$ cat config.mk
export PLATFORM = sky130hd
export DESIGN_NAME = ising_energy_evaluator_core
export DESIGN_NICKNAME = d
export VERILOG_FILES = /design/src/rtl/iee_pkg.sv /design/src/rtl/iee_store.sv /design/src/rtl/iee_energy.sv /design/src/rtl/ising_energy_evaluator_core.sv
export SDC_FILE = /design/constraint.sdc
export NUM_CORES = 2
export LEC_CHECK = 0
export BUFFER_PORTS_ARGS = -buffer_cell sky130_fd_sc_hd__buf_2
export CAP_MARGIN = 20
export CORE_UTILIZATION = 45
export DETAILED_ROUTE_END_ITERATION = 12
export PLACE_DENSITY = 0.61
export SKIP_LAST_GASP = 1
export SYNTH_ARGS = -nofsm -noshare
export SYNTH_HDL_FRONTEND = slang
export SYNTH_SLANG_ARGS = --single-unit
$ cat constraint.sdc
create_clock -name clk -period 18.5 [get_ports clk]
set_input_delay 0.925 -clock clk [delete_from_list [all_inputs] [get_ports clk]]
set_output_delay 0.925 -clock clk [all_outputs]
set_load 0.02 [all_outputs]
$ cat src/rtl/iee_pkg.sv
`default_nettype none
// ----------------------------------------------------------------------------
// iee_pkg: shared types and constants of the Ising energy evaluator
// Item field widths, action codes, the fixed-point scale and the store
// write command passed from the top level to the graph store.
// ----------------------------------------------------------------------------
package iee_pkg;

	localparam int ACTION_W   = 2;
	localparam int VERTEX_W   = 4;
	localparam int ROW_W      = 16;
	localparam int FIELD_IN_W = 16;
	localparam int SPIN_W     = 16;
	localparam int ENERGY_W   = 24;
	localparam int Q_FRAC     = 8;

	typedef enum logic [ACTION_W-1:0] {
		ACT_WRITE_ROW   = 2'd0,
		ACT_WRITE_FIELD = 2'd1,
		ACT_EVALUATE    = 2'd2
	} action_t;

	typedef struct packed {
		logic                  row_we;
		logic                  field_we;
		logic [VERTEX_W-1:0]   vertex;
		logic [ROW_W-1:0]      row;
		logic [FIELD_IN_W-1:0] field;
	} store_wr_t;

endpackage
`default_nettype wire

$ cat src/rtl/iee_store.sv
`default_nettype none
// ----------------------------------------------------------------------------
// iee_store: adjacency rows and local fields of the graph
// One register per vertex for each store, cleared at reset, all entries
// visible in parallel to the energy logic.
// ----------------------------------------------------------------------------
module iee_store
	import iee_pkg::*;
#(
	parameter int VERTICES   = 16,
	parameter int FIELD_BITS = 16
) (
	input  wire logic                  clk,
	input  wire logic                  arst_n,
	input  wire store_wr_t             wr,
	output logic      [ROW_W-1:0]      rows   [VERTICES],
	output logic      [FIELD_BITS-1:0] fields [VERTICES]
);

	localparam int XW = (FIELD_BITS > FIELD_IN_W) ? FIELD_BITS : FIELD_IN_W;

	logic [ROW_W-1:0]      rows_q   [VERTICES];
	logic [FIELD_BITS-1:0] fields_q [VERTICES];
	logic [XW-1:0]         field_ext;

	assign field_ext = XW'($signed(wr.field));

	always_ff @(posedge clk or negedge arst_n) begin
		if (!arst_n) begin
			for (int k = 0; k < VERTICES; k++) begin
				rows_q[k]   <= '0;
				fields_q[k] <= '0;
			end
		end else begin
			for (int k = 0; k < VERTICES; k++) begin
				if (wr.row_we && (32'(wr.vertex) == k)) begin
					rows_q[k] <= wr.row;
				end
				if (wr.field_we && (32'(wr.vertex) == k)) begin
					fields_q[k] <= field_ext[FIELD_BITS-1:0];
				end
			end
		end
	end

	assign rows   = rows_q;
	assign fields = fields_q;

endmodule
`default_nettype wire

$ cat src/rtl/iee_energy.sv
`default_nettype none
// ----------------------------------------------------------------------------
// iee_energy: diagonal energy of one spin configuration
// Per-vertex field and coupling terms summed through a binary adder tree,
// modulo 2^24 in signed Q16.8.
// ----------------------------------------------------------------------------
module iee_energy
	import iee_pkg::*;
#(
	parameter int VERTICES   = 16,
	parameter int FIELD_BITS = 16
) (
	input  wire logic [SPIN_W-1:0]     spin,
	input  wire logic [ROW_W-1:0]      rows   [VERTICES],
	input  wire logic [FIELD_BITS-1:0] fields [VERTICES],
	output logic      [ENERGY_W-1:0]   energy
);

	localparam int LEAVES = 1 << $clog2(VERTICES);
	localparam int XW     = (FIELD_BITS > ENERGY_W) ? FIELD_BITS : ENERGY_W;

	logic [ENERGY_W-1:0] node [1:2*LEAVES-1];

	for (genvar n = 0; n < LEAVES; n++) begin : g_leaf
		if (n < VERTICES) begin : g_term
			localparam logic [ROW_W-1:0] MASK = (n >= ROW_W) ? {ROW_W{1'b1}} :
				ROW_W'((64'd1 << n) - 64'd1);
			logic                sn;
			logic [ROW_W-1:0]    diff;
			logic [ROW_W-1:0]    agree;
			logic [ROW_W-1:0]    disagree;
			logic [XW-1:0]       fx;
			logic [ENERGY_W-1:0] fe;
			logic [ENERGY_W-1:0] edges;

			if (n < SPIN_W) begin : g_spin
				assign sn = spin[n];
			end else begin : g_down
				assign sn = 1'b0;
			end

			assign diff     = spin ^ {ROW_W{sn}};
			assign agree    = rows[n] & MASK & ~diff;
			assign disagree = rows[n] & MASK & diff;
			assign fx       = XW'($signed(fields[n]));
			assign fe       = fx[ENERGY_W-1:0];
			assign edges    = (ENERGY_W'($countones(agree))
				- ENERGY_W'($countones(disagree))) << Q_FRAC;
			assign node[LEAVES+n] = (sn ? fe : (ENERGY_W'(0) - fe)) + edges;
		end else begin : g_pad
			assign node[LEAVES+n] = '0;
		end
	end

	for (genvar i = 1; i < LEAVES; i++) begin : g_tree
		assign node[i] = node[2*i] + node[2*i+1];
	end

	assign energy = node[1];

endmodule
`default_nettype wire

$ cat src/rtl/ising_energy_evaluator_core.sv
`default_nettype none
// ----------------------------------------------------------------------------
// ising_energy_evaluator_core: Ising energy of spin configurations on a graph
// Top level: command register, graph store, energy tree and result register.
// ----------------------------------------------------------------------------
// The block takes one item per clock unless the command side stalls. Write
// items load a vertex's adjacency row or local field and give no result; an
// evaluate item gives its energy through one register holding the
// configuration and one holding the result, with the combinational adder tree
// over all vertices between them. A result waiting at the output does not
// block the next item; only a second finished result stalls the command side.
// ----------------------------------------------------------------------------
module ising_energy_evaluator_core
	import iee_pkg::*;
#(
	parameter int VERTICES   = 16,
	parameter int FIELD_BITS = 16
) (
	input  wire logic                  clk,
	input  wire logic                  arst_n,
	input  wire logic                  cmd_valid,
	output logic                       cmd_ready,
	input  wire logic [ACTION_W-1:0]   action,
	input  wire logic [VERTEX_W-1:0]   vertex,
	input  wire logic [ROW_W-1:0]      adjacency_row,
	input  wire logic [FIELD_IN_W-1:0] field_value,
	input  wire logic [SPIN_W-1:0]     spin_state,
	output logic                       result_valid,
	input  wire logic                  result_ready,
	output logic      [ENERGY_W-1:0]   energy
);

	logic                  fire;
	logic                  advance;
	logic                  eval_valid_s1;
	logic [SPIN_W-1:0]     spin_s1;
	logic                  result_valid_q;
	logic [ENERGY_W-1:0]   energy_q;
	logic [ENERGY_W-1:0]   energy_sum;
	store_wr_t             wr;
	logic [ROW_W-1:0]      rows   [VERTICES];
	logic [FIELD_BITS-1:0] fields [VERTICES];

	assign advance   = eval_valid_s1 && (!result_valid_q || result_ready);
	assign cmd_ready = !eval_valid_s1 || !result_valid_q || result_ready;
	assign fire      = cmd_valid && cmd_ready;

	always_comb begin
		wr.row_we   = 1'b0;
		wr.field_we = 1'b0;
		wr.vertex   = vertex;
		wr.row      = adjacency_row;
		wr.field    = field_value;
		unique case (action_t'(action))
			ACT_WRITE_ROW:   wr.row_we   = fire;
			ACT_WRITE_FIELD: wr.field_we = fire;
			ACT_EVALUATE:    ;
			default:         ;
		endcase
	end

	iee_store #(
		.VERTICES   (VERTICES),
		.FIELD_BITS (FIELD_BITS)
	) u_store (
		.clk    (clk),
		.arst_n (arst_n),
		.wr     (wr),
		.rows   (rows),
		.fields (fields)
	);

	iee_energy #(
		.VERTICES   (VERTICES),
		.FIELD_BITS (FIELD_BITS)
	) u_energy (
		.spin   (spin_s1),
		.rows   (rows),
		.fields (fields),
		.energy (energy_sum)
	);

	always_ff @(posedge clk or negedge arst_n) begin
		if (!arst_n) begin
			eval_valid_s1 <= 1'b0;
		end else if (fire && (action_t'(action) == ACT_EVALUATE)) begin
			eval_valid_s1 <= 1'b1;
		end else if (advance) begin
			eval_valid_s1 <= 1'b0;
		end
	end

	always_ff @(posedge clk) begin
		if (fire) begin
			spin_s1 <= spin_state;
		end
	end

	always_ff @(posedge clk or negedge arst_n) begin
		if (!arst_n) begin
			result_valid_q <= 1'b0;
		end else if (advance) begin
			result_valid_q <= 1'b1;
		end else if (result_ready) begin
			result_valid_q <= 1'b0;
		end
	end

	always_ff @(posedge clk) begin
		if (advance) begin
			energy_q <= energy_sum;
		end
	end

	assign result_valid = result_valid_q;
	assign energy       = energy_q;

	a_stall_cause: assert property (@(posedge clk) disable iff (!arst_n)
		!cmd_ready |-> (eval_valid_s1 && result_valid_q && !result_ready))
		else $error("command side stalled without a blocked result");

	a_eval_enters: assert property (@(posedge clk) disable iff (!arst_n)
		(fire && (action == ACT_EVALUATE)) |=> eval_valid_s1)
		else $error("accepted evaluate item not held in stage 1");

	a_write_no_eval: assert property (@(posedge clk) disable iff (!arst_n)
		(fire && (action != ACT_EVALUATE)) |=> !eval_valid_s1)
		else $error("write item left an evaluation pending");

	a_advance_result: assert property (@(posedge clk) disable iff (!arst_n)
		advance |=> (result_valid_q && (energy_q == $past(energy_sum))))
		else $error("evaluated energy not presented as a result");

endmodule
`default_nettype wire

======== Word-level counts from Yosys, hierarchy flattened ========
Index checks and enable logic that the tools add are counted.
storage, ports and cells
  register bits after elaboration ......... 418
  word-level logic and storage cells ...... 688
  output and inout bits ................... 26
operators by class
  equal/unequal tests ..................... 17
  muxes and demuxes ....................... 22
  reductions and logical operators ........ 43
  bitwise gates (word level) .............. 60
  add/subtract/negate cells ............... 511
operators by type and width
  cell                                                                 count
  16-bit adder                                                         183
  24-bit adder                                                         30
  1-bit by 1-bit adder with 2-bit output                               240
  24-bit 2-to-1 mux                                                    16
  1-bit by 16-bit subtractor with 17-bit output, first input constant  16
  16-bit NOT                                                           15
  16-bit bitwise XOR                                                   15
  16-bit subtractor                                                    13
  2-bit by 2-bit adder with 3-bit output                               16
  1-bit logical AND                                                    34
  3-bit by 3-bit adder with 4-bit output                               8
  1-bit by 16-bit bitwise AND with 16-bit output                       2
  10-bit by 16-bit bitwise AND with 16-bit output                      2
  11-bit by 16-bit bitwise AND with 16-bit output                      2
  12-bit by 16-bit bitwise AND with 16-bit output                      2
  13-bit by 16-bit bitwise AND with 16-bit output                      2
  14-bit by 16-bit bitwise AND with 16-bit output                      2
  15-bit by 16-bit bitwise AND with 16-bit output                      2
  2-bit by 16-bit bitwise AND with 16-bit output                       2
  3-bit by 16-bit bitwise AND with 16-bit output                       2
  4-bit by 16-bit bitwise AND with 16-bit output                       2
  5-bit by 16-bit bitwise AND with 16-bit output                       2
  6-bit by 16-bit bitwise AND with 16-bit output                       2
  7-bit by 16-bit bitwise AND with 16-bit output                       2
  other kinds (18)                                                     41

======== Longest topological paths before layout ========
  depth in word-level cells ............... 13
  mapped depth ............................ 48
  depth with buffers taken out ............ 46

======== Hierarchy ========
A second synthesis with hierarchy kept.
second synthesis, totals
  cells, all modules ...................... 4,167
  area, all modules ....................... 47,007.6 µm²
by module, submodules not included
  module                       times used  cells each  sequential area each (µm²)  area an instance (µm²)
  iee_energy                   1           2,970       0.0                         26,492.9
  iee_store                    1           1,145       12,812.3                    19,187.2
  ising_energy_evaluator_core  1           52          1,251.2                     1,327.5

======== Worst setup path after synthesis ========
Ideal clock, no wire load.
  path kind ............................... register to register
  start point ............................. reg spin_s1[3]
  end point ............................... reg energy_q[21] (netlist: energy[21]) (data pin)
  cell stages (with the launch flop) ...... 45
  setup time .............................. 0.261 ns
  slack ................................... 5.167 ns
  required time ........................... 18.239 ns
  buffers on the path ..................... 2
  data arrival time ....................... 13.072 ns
  path through ............................ edfxtp_1 clkbuf_1 buf_1 xnor2_1 and2_1 fa_1 inv_1 fa_1 fa_1 inv_1 fa_1 fa_1 a21o_1 a21o_1 fa_1 fa_1 inv_1 fa_1 (+9 left out) fa_1 fa_1 inv_1 fa_1 inv_1 fa_1 inv_1 fa_1 inv_1 fa_1 fa_1 ha_1 o21ai_0 nand2b_1 a31oi_1 a211oi_2 o31a_1 a311o_1
on the way
  word-level cells in the longest chain between the ends .. 13
  elaborated cells on any way between the ends .. 248
  those cells by class .................... add/sub (187); mux (1); bitwise (60)
ends and longest elaborated chain
  what                                                                                          line                                text
  from (decl)                                                                                   ising_energy_evaluator_core.sv:36   logic [SPIN_W-1:0] spin_s1;
  from (signal assigned)                                                                        ising_energy_evaluator_core.sv:95   spin_s1 <= spin_state;
  16-bit bitwise XOR                                                                            iee_energy.sv:42                    assign diff = spin ^ {ROW_W{sn}};
  16-bit NOT                                                                                    iee_energy.sv:43                    assign agree = rows[n] & MASK & ~diff;
  1-bit by 16-bit bitwise AND with 16-bit output, or another cell as far along                  iee_energy.sv:43
  1-bit by 1-bit adder with 2-bit output (implied by the code)                                  iee_energy.sv:47                    assign edges = (ENERGY_W'($countones(agree))
  16-bit adder (implied by the code) or 2-bit by 2-bit adder with 3-bit output (tied branches)  iee_energy.sv:47
  16-bit adder (implied by the code) or 3-bit by 3-bit adder with 4-bit output (tied branches)  iee_energy.sv:47
  16-bit adder (implied by the code) or 4-bit by 4-bit adder with 5-bit output (tied branches)  iee_energy.sv:47
  16-bit subtractor, or another cell as far along                                               iee_energy.sv:48                    - ENERGY_W'($countones(disagree))) << Q_FRAC;
  24-bit adder                                                                                  iee_energy.sv:49                    assign node[LEAVES+n] = (sn ? fe : (ENERGY_W'(0) - fe)) + edges;
  24-bit adder (3 in series)                                                                    iee_energy.sv:56                    assign node[i] = node[2*i] + node[2*i+1];
  24-bit adder *                                                                                iee_energy.sv:56
  net energy_sum[21]                                                                            ising_energy_evaluator_core.sv:39   logic [ENERGY_W-1:0] energy_sum;
  to (signal assigned)                                                                          ising_energy_evaluator_core.sv:111  energy_q <= energy_sum;
  to (decl)                                                                                     ising_energy_evaluator_core.sv:38   logic [ENERGY_W-1:0] energy_q;
Mark *: on every way through the listed nets, which the timed path passes. The rest lies on a longest branch.
A chain may end at the register's enable or synchronous reset.

======== Final worst setup path ========
  start point ............................. reg spin_s1[0]
  end point ............................... reg energy_q[22] (netlist: energy[22]) (data pin)
The elaborated chain is that of the path after synthesis.

==> flow_summary.yaml <==
status:
  status: "finished, final reports clean"
worst_setup_path:
  arrival_ps: 14850
  crit_family: "adder cells"
  cpMaxStageDelayCell: "buf_4"
  cpMostUsedCell: "fa_1"
  ff2ff_setup_slack_ps: 4020
  cp.depth: 44
  ff2ff_path_depth: 44
  worstSetupStartpointType: "register"
  cp_max_fo: 32
  end_kind: "register"
  critPathBufInv: 11
  timing.rr.end: "energy[22]"
  rr_startpoint: "spin_s1[0]"
  slowest_delay_ps: 560
  cp.required_ps: 18860
  worstSetupPathType: "reg -> reg"
clocking:
  cts.repair_timing.setup_buffer_count: 0
  h-tree-depth: 2
  clockRootBuffer: "clkbuf_16"
  cts_inserted_buffers: 54
  ctsHoldBuffers: 0
  clock_path_buffers: 3
  cts_tree: "yes"
  cts_resized: 0
  clk_latency_ps: 650
  clkTransAtPathRegs_ps: 50
  cts_sinks: 418
global_route:
  grt_pass1_wl_um: 168800
  grt_use_total: 0.2363
  first_global_vias: 28168
  grt_antenna_before_repair: 4
  grt_max_degree: 153
  overflow: 0
logic_synthesis:
  async_flop_share: 0.9043
  yosysWarnings: 0
  syn_area_sq_um: 42590
  netlist.top_cell.by_area: "fa_1"
  synth_edf_count: 40
  ys_seq_area_frac: 0.2503
  post_synth.cell_area_avg_sq_um: 10.46
  ys_types: 52
  synthCells: 4072
  synth_top_area_frac: 0.2844
  synth_nets: 5002
  synth-seq-cells: 418
  synth_commonest_cells: "inv_1 (860), fa_1 (605), dfrtp_1 (378)"
  synth_top_flop_cell: "dfrtp_1"
  synth.most_common_cell: "inv_1"
  ys_top_cells_by_area: "fa_1 (28%), dfrtp_1 (22%), mux2_2 (8.6%)"
run:
  maxCapViolCount: 0
floorplan:
  die_y_um: 309.6
  core_sq_um: 93470
  ios: 84
  die_x_um: 309.6
  start_util: 0.4556
  fp-row-count: 112
  die_area_sq_um: 95870
layout:
  utilization: 0.4950
  fillers: 8488
  nets: 5057
  area_growth_pct: 8.656
  drive_gt1_frac: 0.1321
sta:
  slew_viol_final: 0
  min_period_ps: 14480
  rsz0062_at_grt: "false"
  hold_viol: 0
  worst_pin_slew_ps: 1100
  fmax_ghz: 0.06904
  period_share: 0.7830
  slew_headroom: 0.2639
  fin_tns_setup_ps: 0
  holdWs_ps: 328.1
  skew_ps: 35.17
  setup_violations: 0
place:
  port_buffers: 82
  dp_hpwl_um: 83670
  gp_congestion: 0.8960
detailed_routing:
  firstDrtPassIters: 5
  drtIter0Drc: 1646
  viasPerCell: 5.023
  wl_per_cell_um: 19.77
  wl_um: 107200
  drtAntennaViolNets: 0
  drc: 0
  via_count: 27250
hold_path:
  hp-class: "in -> async"
-- logic make-up after synthesis --
kind of cell             share of synthesized area
AO/OA/AOI/OAI                              0.04933
XOR/XNOR                                   0.07959
adder cells (fa/ha/maj)                     0.3631
buffers and inverters                      0.08744
flip-flops                                  0.2503
multiplexers                               0.08594
AND/OR/NAND/NOR                            0.08429
-- worst max path at each step --
stage | start | to | slack, ps
2_1_floorplan | spin_s1[3] | energy[21] | 5170
3_3_place_gp | spin_s1[0] | energy[22] | 4240
3_5_place_dp | spin_s1[0] | energy[22] | 4080
4_1_cts | spin_s1[0] | energy[22] | 4020
5_1_grt | spin_s1[0] | energy[22] | 3410
6_report | spin_s1[0] | energy[22] | 4020
-- cell usage in the layout (no fill, tap or decap), types with 13 or more instances in the layout --
master / n
a211oi_1: 13
a21o_1: 37
a21oi_1: 152
a31oi_1: 35
and2_1: 118
buf_2: 81
buf_4: 38
clkbuf_16: 55
dfrtp_1: 378
edfxtp_1: 40
fa_1: 605
ha_1: 267
inv_1: 860
mux2_2: 324
nand2_1: 127
nand2b_1: 25
nor2_1: 237
nor2b_1: 55
nor3_1: 73
nor4_1: 31
o21ai_0: 78
o21bai_1: 15
xnor2_1: 178
xor2_1: 209
-- per-layer routing --
metal | part of all wire | up-vias | GRT usage
met5 | 0 | - | 0
met4 | 0.023 | 0 | 0.05814
met3 | 0.048 | 124 | 0.03238
met2 | 0.47 | 541 | 0.3765
met1 | 0.46 | 13809 | 0.3403
li1 | - | 12776 | -
-- registers in the layout, indices dropped and copies added (netlist names) --
name            count
eval_valid_s1       1
spin_s1            16
energy             24
u_store.rows      120
u_store.fields    256
result_valid        1
-- stage by stage --
stage	std cells	instance area, sq um	worst slack [ps]
2_1_floorplan	4072	42590	5167
3_3_place_gp	5322	44400	4237
3_5_place_dp	5322	44400	4080
4_1_cts	5421	46220	4020
5_1_grt	5424	46270	3415
6_report	5425	46270	4015
-- worst reg2reg max path, delay by kind of cell (launching register included) --
kind	cells	cell delay [ps]
buf+inv	11	1140
xor+xnor	1	300
fa+ha+maj	20	9710
flops	1	340
compound gates	8	1910
simple gates	4	820
-- area by class of cell --
cell class                      count  area [sq um]  area share
Multi-Input combinational cell   2670         28220      0.6099
Inverter                          860          3228     0.06976
Sequential cell                   418         10660      0.2304
Antenna cell                        1         2.502  0.00005408
Clock inverter                     28         346.6    0.007490
Tap cell                         1254          1569     0.03391
Clock buffer                       71          1476     0.03191
Timing Repair Buffer              123         768.2     0.01660
Power is left out: the tool's default activity adds up to more than one toggle a clock period on the data nets, which glitch-free logic cannot reach.
